$ cat config.mk
export PLATFORM = sky130hd
export DESIGN_NAME = msos_ctrl
export DESIGN_NICKNAME = d
export VERILOG_FILES = /design/src/hdl/msos_pkg.sv /design/src/hdl/msos_ctrl.sv
export SDC_FILE = /design/constraint.sdc
export NUM_CORES = 1
export LEC_CHECK = 0
export BUFFER_PORTS_ARGS = -buffer_cell sky130_fd_sc_hd__buf_2
export CAP_MARGIN = 20
export CORE_MARGIN = 1.5
export CORE_UTILIZATION = 30
export CTS_CLUSTER_DIAMETER = 120
export DETAILED_ROUTE_END_ITERATION = 8
export PLACE_DENSITY = 0.55
export SYNTH_ARGS = -nofsm -noshare
export SYNTH_HDL_FRONTEND = slang
export SYNTH_SLANG_ARGS = --single-unit
$ cat constraint.sdc
create_clock -name clk -period 6 [get_ports clk]
set_clock_uncertainty 0.15 [all_clocks]
set_input_delay 0.9 -clock clk [delete_from_list [all_inputs] [get_ports clk]]
set_output_delay 0.9 -clock clk [all_outputs]
set_load 0.01 [all_outputs]
$ cat src/hdl/msos_pkg.sv
// Shared constants, types and helpers for the mode switched open set.
package msos_pkg;

	localparam int CAPACITY = 1024;
	localparam int COORD_W  = 10;
	localparam int COST_W   = 16;
	localparam int PRI_W    = COST_W + 1;
	localparam int ADDR_W   = $clog2(CAPACITY);
	localparam int CNT_W    = $clog2(CAPACITY + 1);
	localparam int KID_W    = CNT_W + 1;
	localparam int MODE_W   = 2;
	localparam int ST_W     = 2;

	localparam int IN_FIELDS_W  = 2 * COORD_W + 2 * COST_W;
	localparam int IN_TDATA_W   = (IN_FIELDS_W + 7) / 8 * 8;
	localparam int OUT_FIELDS_W = 2 * COORD_W + CNT_W;
	localparam int OUT_TDATA_W  = (OUT_FIELDS_W + 7) / 8 * 8;

	localparam logic [MODE_W-1:0] MODE_STACK = 2'd0;
	localparam logic [MODE_W-1:0] MODE_QUEUE = 2'd1;
	localparam logic [MODE_W-1:0] MODE_HEAP  = 2'd2;

	typedef enum logic [ST_W-1:0] {
		ST_PUSHED = 2'd0,
		ST_POPPED = 2'd1,
		ST_EMPTY  = 2'd2,
		ST_FULL   = 2'd3
	} status_t;

	typedef struct packed {
		logic [PRI_W-1:0]   pri;
		logic [COORD_W-1:0] y;
		logic [COORD_W-1:0] x;
	} entry_t;

	// logical slot chosen for a memory access
	typedef enum logic [2:0] {
		SLOT_ROOT   = 3'd0,
		SLOT_TAIL   = 3'd1,
		SLOT_COUNT  = 3'd2,
		SLOT_POS    = 3'd3,
		SLOT_PARENT = 3'd4,
		SLOT_KID    = 3'd5,
		SLOT_KID2   = 3'd6
	} slot_sel_t;

	typedef enum logic [1:0] {
		WSRC_ENTRY  = 2'd0,
		WSRC_READ   = 2'd1,
		WSRC_CHOSEN = 2'd2
	} wsrc_t;

	typedef enum logic [2:0] {
		POS_HOLD   = 3'd0,
		POS_ZERO   = 3'd1,
		POS_COUNT  = 3'd2,
		POS_PARENT = 3'd3,
		POS_CHOSEN = 3'd4
	} pos_sel_t;

	typedef struct packed {
		logic      load_in;
		logic      rd_en;
		slot_sel_t rd_slot;
		logic      wr_en;
		slot_sel_t wr_slot;
		wsrc_t     wr_src;
		logic      cnt_inc;
		logic      cnt_dec;
		logic      head_adv;
		pos_sel_t  pos_sel;
		logic      kid_load;
		logic      entry_from_rd;
		logic      res_xy_load;
		logic      res_st_load;
		status_t   res_st;
		logic      out_load;
	} cmd_t;

	typedef struct packed {
		logic              is_pop;
		logic [MODE_W-1:0] mode;
		logic              full;
		logic              empty;
		logic              pos_zero;
		logic              up_stop;
		logic              kid_out;
		logic              dn_stop;
	} stat_t;

	// logical slot to physical address, ring rooted at the queue head
	function automatic logic [ADDR_W-1:0] phys(input logic [ADDR_W-1:0] head,
			input logic [KID_W-1:0] logical);
		logic [KID_W:0] sum;
		sum = (KID_W + 1)'(head) + (KID_W + 1)'(logical);
		if (sum >= (KID_W + 1)'(CAPACITY)) begin
			sum = sum - (KID_W + 1)'(CAPACITY);
		end
		return sum[ADDR_W-1:0];
	endfunction

endpackage

$ cat src/hdl/msos_ctrl.sv
// Controller: sequences push, pop and heap sifts over the datapath.
module msos_ctrl
	import msos_pkg::*;
(
	input  logic  clk,
	input  logic  arst_n,
	input  logic  s_axis_tvalid,
	output logic  s_axis_tready,
	output logic  m_axis_tvalid,
	input  logic  m_axis_tready,
	input  stat_t stat,
	output cmd_t  cmd
);

	typedef enum logic [10:0] {
		S_IDLE      = 11'b000_0000_0001,
		S_DISPATCH  = 11'b000_0000_0010,
		S_POP_WAIT  = 11'b000_0000_0100,
		S_HPOP_ROOT = 11'b000_0000_1000,
		S_HPOP_LAST = 11'b000_0001_0000,
		S_UP_CHK    = 11'b000_0010_0000,
		S_UP_CMP    = 11'b000_0100_0000,
		S_DN_CHK    = 11'b000_1000_0000,
		S_DN_RD2    = 11'b001_0000_0000,
		S_DN_CMP    = 11'b010_0000_0000,
		S_RESP      = 11'b100_0000_0000
	} state_t;

	state_t state_q, state_d;
	logic   m_valid_q, m_valid_d;
	logic   heap;

	assign heap = (stat.mode != MODE_STACK) && (stat.mode != MODE_QUEUE);

	assign s_axis_tready = (state_q == S_IDLE);
	assign m_axis_tvalid = m_valid_q;

	always_comb begin
		state_d = state_q;
		cmd     = '0;
		unique case (state_q)
			S_IDLE: begin
				if (s_axis_tvalid) begin
					cmd.load_in = 1'b1;
					state_d     = S_DISPATCH;
				end
			end
			S_DISPATCH: begin
				cmd.res_st_load = 1'b1;
				if (!stat.is_pop) begin
					if (stat.full) begin
						cmd.res_st = ST_FULL;
						state_d    = S_RESP;
					end else begin
						cmd.res_st  = ST_PUSHED;
						cmd.cnt_inc = 1'b1;
						if (heap) begin
							cmd.pos_sel = POS_COUNT;
							state_d     = S_UP_CHK;
						end else begin
							cmd.wr_en   = 1'b1;
							cmd.wr_slot = SLOT_COUNT;
							cmd.wr_src  = WSRC_ENTRY;
							state_d     = S_RESP;
						end
					end
				end else if (stat.empty) begin
					cmd.res_st = ST_EMPTY;
					state_d    = S_RESP;
				end else begin
					cmd.res_st = ST_POPPED;
					cmd.rd_en  = 1'b1;
					if (stat.mode == MODE_STACK) begin
						cmd.rd_slot = SLOT_TAIL;
						cmd.cnt_dec = 1'b1;
						state_d     = S_POP_WAIT;
					end else if (stat.mode == MODE_QUEUE) begin
						cmd.rd_slot  = SLOT_ROOT;
						cmd.cnt_dec  = 1'b1;
						cmd.head_adv = 1'b1;
						state_d      = S_POP_WAIT;
					end else begin
						cmd.rd_slot = SLOT_ROOT;
						state_d     = S_HPOP_ROOT;
					end
				end
			end
			S_POP_WAIT: begin
				cmd.res_xy_load = 1'b1;
				state_d         = S_RESP;
			end
			S_HPOP_ROOT: begin
				cmd.res_xy_load = 1'b1;
				cmd.rd_en       = 1'b1;
				cmd.rd_slot     = SLOT_TAIL;
				cmd.cnt_dec     = 1'b1;
				state_d         = S_HPOP_LAST;
			end
			S_HPOP_LAST: begin
				cmd.entry_from_rd = 1'b1;
				cmd.pos_sel       = POS_ZERO;
				state_d           = stat.empty ? S_RESP : S_DN_CHK;
			end
			S_UP_CHK: begin
				if (stat.pos_zero) begin
					cmd.wr_en   = 1'b1;
					cmd.wr_slot = SLOT_POS;
					cmd.wr_src  = WSRC_ENTRY;
					state_d     = S_RESP;
				end else begin
					cmd.rd_en   = 1'b1;
					cmd.rd_slot = SLOT_PARENT;
					state_d     = S_UP_CMP;
				end
			end
			S_UP_CMP: begin
				cmd.wr_en   = 1'b1;
				cmd.wr_slot = SLOT_POS;
				if (stat.up_stop) begin
					cmd.wr_src = WSRC_ENTRY;
					state_d    = S_RESP;
				end else begin
					cmd.wr_src  = WSRC_READ;
					cmd.pos_sel = POS_PARENT;
					state_d     = S_UP_CHK;
				end
			end
			S_DN_CHK: begin
				if (stat.kid_out) begin
					cmd.wr_en   = 1'b1;
					cmd.wr_slot = SLOT_POS;
					cmd.wr_src  = WSRC_ENTRY;
					state_d     = S_RESP;
				end else begin
					cmd.rd_en   = 1'b1;
					cmd.rd_slot = SLOT_KID;
					state_d     = S_DN_RD2;
				end
			end
			S_DN_RD2: begin
				cmd.kid_load = 1'b1;
				cmd.rd_en    = 1'b1;
				cmd.rd_slot  = SLOT_KID2;
				state_d      = S_DN_CMP;
			end
			S_DN_CMP: begin
				cmd.wr_en   = 1'b1;
				cmd.wr_slot = SLOT_POS;
				if (stat.dn_stop) begin
					cmd.wr_src = WSRC_ENTRY;
					state_d    = S_RESP;
				end else begin
					cmd.wr_src  = WSRC_CHOSEN;
					cmd.pos_sel = POS_CHOSEN;
					state_d     = S_DN_CHK;
				end
			end
			S_RESP: begin
				if (!m_valid_q || m_axis_tready) begin
					cmd.out_load = 1'b1;
					state_d      = S_IDLE;
				end
			end
			default: state_d = S_IDLE;
		endcase
	end

	always_comb begin
		if (cmd.out_load) begin
			m_valid_d = 1'b1;
		end else if (m_axis_tready) begin
			m_valid_d = 1'b0;
		end else begin
			m_valid_d = m_valid_q;
		end
	end

	always_ff @(posedge clk or negedge arst_n) begin
		if (!arst_n) begin
			state_q   <= S_IDLE;
			m_valid_q <= 1'b0;
		end else begin
			state_q   <= state_d;
			m_valid_q <= m_valid_d;
		end
	end

endmodule

==> summary.txt, run 1 <==
Run status
  – Status: complete, no violations

Worst setup path
  – CP Capture Type: output port
  – RR Startpoint: state_q[1]
  – Worst R2R Setup Slack: 3890 ps
  – Crit path largest cell delay: just over 500 ps
  – CP startpoint kind: flop
  – Critical path data arrival time: 2360 ps
  – CP Max Fanout: 9
  – Cell Chain, Critical Path: nor4_4, nand3_1, or2_2, o31ai_1, buf_2
  – Reg2reg end: state_q[0]
  – Worst-case reg-to-reg path depth: 4
  – Critical Path RT: 4950 ps
  – Slowest CP cell: dfrtp_1
  – CP Class: reg -> out

STA
  – Min Tclk post-route: 3410 ps
  – Fmax: 294 MHz
  – Worst-Margin Slew: 543 ps
  – Slew margin rel.: 0.635
  – Post-route setup slack: around 2600 ps
  – Endpoints failing hold: 0
  – Setup-failing EPs final: 0
  – Tcrit/Tclk final: 0.568
  – RSZ-0062 raised after global routing: false
  – Final Max Tran Viols: 0
  – Post-Route Setup TNS: 0 ps

Global routing
  – All-layer global routing usage: 0.149
  – Initial antenna violation count: 0
  – Largest net degree at the start of global routing: 13
  – First-pass GRT wire length: 4110 um
  – Grt total ovfl: 0
  – Vias in the first global route: 865

Flow run
  – Max cap viols: 0

Power and ir drop
  – Logic pwr share: 0.398
  – Sequential power share: 0.372
  – Power Internal: 0.000184 W
  – Static Leak: 0.618 nW
  – Pwr dens: between 200 and 250 nW/um2
  – NetSw: 0.000113 W
  – VDD IR-drop max: 0.119 mV
  – Clock power share: 0.230
  – Switching Share: 0.380

Logic synthesis
  – Top FF cell, synth: dfrtp_1
  – Yosys warns: 0
  – Net Count, Synth: 133
  – Post-synthesis async set-or-reset flop share: 1.00
  – Synth Area per Inst: a little over 8 um2
  – Top cell type's share of synthesized area: 0.276
  – Synth Cell Area: 996 um2
  – Synth Register Bits: 12
  – Post-synth cell types: 42
  – Synth area leader: dfrtp_1
  – Synth area leaders: dfrtp_1 28%, nor2_1 4.5%, nand2b_1 3.8%
  – Post-synth EDFFs: 0
  – Sequential share of the synthesized area: 0.303
  – Mapped Cells: 120

Clock tree
  – Worst-Skew Late Latency: around 290 ps
  – Clk sinks: 12
  – CTS Root Cell: clkbuf_4
  – Post_cts resized: 0
  – CTS buffer count: 3
  – CTS Buffer Depth: 2
  – CTS Hold Bufs: 0
  – Clock-pin slew on the worst setup and hold paths: roughly 90 ps
  – H-tree depth: 1
  – Postcts setup bufs: 0
  – CTS tree: built

Final layout
  – Register Area: 302 um2
  – Layout cells sized above 1: 0.356
  – Syn-to-layout area delta: 20.5%
  – Commonest cells after routing, fill and taps aside: 37 x buf_2, 12 x nor2_1, 11 x dfrtp_1
  – N_diodes: 0
  – Number of nets in the layout: between 150 and 200
  – Most common cell after layout, fill and taps aside: buf_2
  – Fillers: 341
  – Multi-input logic area: 607 um2
  – Fin util: 0.387

Drt
  – Post-detailed-route count of antenna-violating nets: 0
  – Iter 0 DRT Violations: 27
  – First-pass DRT Iterations: 4
  – Vias per cell: 5.03
  – Total Wirelength: 2590 um
  – Avg WL per Cell: 13.4 um
  – DRC viols: 0
  – Routed vias: 970

Die
  – Die area: 3670 um2
  – I/O pin count: 39
  – Initial Utilization: 0.321
  – Die Width: 60.6 um
  – DIE HEIGHT: 60.6 um
  – Core Region: 3100 um2
  – Core Rows: 20

Placement
  – Post-place setup slack: 2670 ps
  – Routability cong.: 0.790
  – Post-DP HPWL: 1960 um
  – Number of port buffers: 37

Hold path
  – Worst Hold Class: in -> async
logic make-up (layout without fill, tap and decap cells):
family                    Yosys count  after routing  synth area share
DFF                                12             12             0.303
other                               1              1           0.00377
xor gates and xnor gates            3              3            0.0264
and+or+nand+nor                    70             70             0.447
AOI/OAI and AO/OA                  18             18             0.132
buffers and inverters              16             45            0.0879
cell usage after synthesis, types with 4 or more instances:
cell	n
nand2_1	5
nand2b_1	6
nor4_1	5
or4_1	4
nor2_1	12
clkbuf_1	6
dfrtp_1	11
nand3_1	5
nor3_1	4
inv_1	4
worst max-delay path by stage:
stage	from	slack, ps	depth (start not counted)	endpoint
after floorplan	stat[1]	3000	5	cmd[18]
after global placement	stat[1]	2710	6	cmd[19]
after detailed placement	stat[1]	2670	6	cmd[19]
after CTS	state_q[6]	2590	5	cmd[19]
after global routing	state_q[6]	2410	5	cmd[19]
final	state_q[6]	2590	5	cmd[19]
layout make-up:
type	count	share of cell area
inverters	4	0.0125
multi-input cells	92	0.506
flip-flops and latches	12	0.251
repair buffers	37	0.154
clock buffers	4	0.0302
well taps	44	0.0459
per-layer routing:
layer,global-route usage,wire (um),vias up
met5,0,0,-
met4,0.0217,0,0
met3,0.0448,154,0
met2,0.226,1140,32
met1,0.216,1300,446
li1,-,-,492
registers in the layout, summed over array words and instances (netlist names):
signal and count:
m_axis_tvalid 1, state_q 11
worst max-delay path: cells and delay by family (launching register included):
| family | cells | cell delay (ps) |
|---|---|---|
| buf+inv | 1 | 170 |
| flops | 1 | 510 |
| compound gates | 1 | 180 |
| simple gates | 3 | 1210 |
metrics by stage:
stage / area (um2) / std cells / power, W / hold WS [ps]
5_1_grt: 1200 / 193 / 0.000318 / 335
2_1_floorplan: 996 / 120 / 0.000209 / 401
6_report: 1200 / 193 / 0.000296 / 324
4_1_cts: 1200 / 193 / 0.000299 / 336
3_5_place_dp: 1160 / 189 / 0.000229 / 391
3_3_place_gp: 1160 / 189 / 0.000227 / 374
power groups by stage:
stage          logic (W)  clock network, W  registers [W]
2_1_floorplan   0.000111                 0      0.0000986
3_3_place_gp    0.000117                 0       0.000110
3_5_place_dp    0.000118                 0       0.000111
4_1_cts         0.000119         0.0000700       0.000109
5_1_grt         0.000132         0.0000738       0.000113
6_report        0.000118         0.0000681       0.000110
Note: power is estimated with default switching activity, not from simulation.
==> run 2, diff against run 1 <==
==> constraint.sdc (replaced) <==
create_clock -name clk -period 3.2 [get_ports clk]
set_clock_uncertainty 0.15 [all_clocks]
set_input_delay 0.48 -clock clk [delete_from_list [all_inputs] [get_ports clk]]
set_output_delay 0.48 -clock clk [all_outputs]
set_load 0.01 [all_outputs]
==> summary.txt, run 2 (synthesis gave the netlist of run 1 again) <==
Placement
  – Post-DP HPWL: 2050 um (was 1960 um)
  – Routability cong.: 0.763 (was 0.790)
  – Number of port buffers: 37 (unchanged)
  – Placed cell area: 1160 um2 (unchanged)

Global routing
  – Largest net degree at the start of global routing: 13 (unchanged)
  – Initial antenna violation count: 0 (unchanged)
  – Grt total ovfl: 0 (unchanged)
  – First-pass GRT wire length: 4240 um (was 4110 um)
  – Vias in the first global route: 901 (was 865)
  – All-layer global routing usage: 0.154 (was 0.149)

Drt
  – Total Wirelength: 2580 um (was 2590 um)
  – Iter 0 DRT Violations: 46 (was 27)
  – First-pass DRT Iterations: 4 (unchanged)
  – Metal2 WL: 1140 um (about the same)
  – Met3 Wirelength: 196 um (was 154 um)
  – Vias per cell: 5.26 (was 5.03)
  – Post-detailed-route count of antenna-violating nets: 0 (unchanged)
  – Metal-1 WL: 1200 um (was 1300 um)
  – Routed vias: 1020 (was 970)
  – Avg WL per Cell: 13.3 um (was 13.4 um)
  – Highest routed layer: met4 (was met3)
  – DRC viols: 0 (unchanged)

Final layout
  – Design area: 1210 um2 (was 1200 um2)
  – Fin util: 0.390 (was 0.387)
  – N_diodes: 0 (unchanged)
  – Most common cell after layout, fill and taps aside: buf_2 (unchanged)
  – Number of nets in the layout: 164 (was 163)
  – Syn-to-layout area delta: 21.5% (was 20.5%)
  – Largest Register: state_q (unchanged)
  – Commonest cells after routing, fill and taps aside: 37 x buf_2, 12 x nor2_1, 11 x dfrtp_1 (unchanged)
  – Fillers: 334 (was 341)
  – Layout cells sized above 1: 0.353 (was 0.356)
  – Max reg flops: 11 (unchanged)

Clock tree
  – CTS tree: built (unchanged)
  – Clk sinks: 12 (unchanged)
  – Post_cts resized: 0 (unchanged)
  – CTS Buffer Depth: 2 (unchanged)
  – Worst-Skew Late Latency: 280 ps (was 290 ps)
  – Clock-pin slew on the worst setup and hold paths: 90 ps (about the same)
  – H-tree depth: 1 (unchanged)
  – CTS Root Cell: clkbuf_4 (unchanged)
  – CTS buffer count: 3 (unchanged)

Worst setup path
  – Worst R2R Setup Slack: 1120 ps (was 3890 ps)
  – Critical Path RT: 2570 ps (was 4950 ps)
  – Crit path to: cmd[19] (unchanged)
  – Reg2reg end: state_q[5] (was state_q[0])
  – CP startpoint kind: flop (unchanged)
  – CP Max Fanout: 10 (was 9)
  – Critical path launch point: state_q[7] (was state_q[6])
  – Worst-case reg-to-reg path depth: 4 (unchanged)
  – CP Capture Type: output port (unchanged)
  – RR Startpoint: state_q[1] (unchanged)
  – CP Class: reg -> out (unchanged)
  – Critical path data arrival time: 2300 ps (was 2360 ps)

STA
  – Setup-failing EPs final: 0 (unchanged)
  – Tcrit/Tclk final: 0.917
  – RSZ-0062 raised after global routing: false (unchanged)
  – Final Max Tran Viols: 0 (unchanged)
  – Post-Route Setup TNS: 0 ps (unchanged)
  – Slew margin rel.: 0.590 (was 0.635)
  – Endpoints failing hold: 0 (unchanged)
  – Hold_ws: 273 ps (was 324 ps)
  – Fmax: ~340 MHz
  – Min Tclk post-route: 2930 ps
  – Worst-Margin Slew: 610 ps (was 543 ps)

Die
  – Die area: 3670 um2 (unchanged)
  – Core Region: 3100 um2 (unchanged)
  – Initial Utilization: 0.321 (unchanged)
  – Die Width: 60.6 um (unchanged)
  – Core Rows: 20 (unchanged)
  – I/O pin count: 39 (unchanged)
  – DIE HEIGHT: 60.6 um (unchanged)

Power and ir drop
  – VDD IR-drop max: 0.206 mV (was 0.119 mV)
  – Pwr dens: 461 nW/um2 (was 247 nW/um2)
  – Static Leak: 0.622 nW (was 0.618 nW)

Run status
  – Status: complete, no violations (unchanged)

Hold path
  – Worst Hold Class: in -> reg (was in -> async)

Flow run
  – Max cap viols: 0 (unchanged)
## run 2: worst min path at each step
stage / startpoint / to / slack [ps] / cells past startpoint
after global routing: stat[4] / state_q[7] / 300 / 2
final: stat[4] / state_q[7] / 270 / 2
after global placement: arst_n / state_q[1] / 240 / 1
after CTS: stat[4] / state_q[7] / 280 / 2
after floorplan: arst_n / m_axis_tvalid / 30 / 0
after detailed placement: arst_n / state_q[9] / 230 / 1
## run 2: area by class of cell
class	count	area [um2]	area share
clock buffers	4	36.3	0.0300
multi-input cells	92	607	0.502
inverters	4	15.0	0.0124
repair buffers	38	195	0.161
flip-flops and latches	12	302	0.249
well taps	44	55.1	0.0455
## run 2: routing by layer
metal | GRT usage | up-vias
met4 | 0.0528 | 0
met5 | 0 | -
met2 | 0.224 | 44
li1 | - | 496
met1 | 0.233 | 476
met3 | 0.0213 | 4
## run 2: where the power goes
part | switching, W | internal (W)
Sequential | 0.0000318 | 0.000174
Combinational | 0.000123 | 0.000102
Clock | 0.0000585 | 0.0000692
## run 2: critical path: stages, from the launching register on
cell	delay (ps)
dfrtp_1	490
nor4_4	480
nand3_1	280
or2_2	390
o31ai_1	210
buf_2	180
## run 2: stage by stage
step,instances,setup slack [ps],power (W)
2_1_floorplan,120,653,0.000393
3_3_place_gp,189,585,0.000431
3_5_place_dp,189,578,0.000432
4_1_cts,194,263,0.000560
5_1_grt,194,40.8,0.000600
6_report,194,266,0.000558
## run 2: timing repair
item	in CTS	in global routing
hold endpoints to repair	11	0
hold buffers	1	0
buffers inserted	0	0
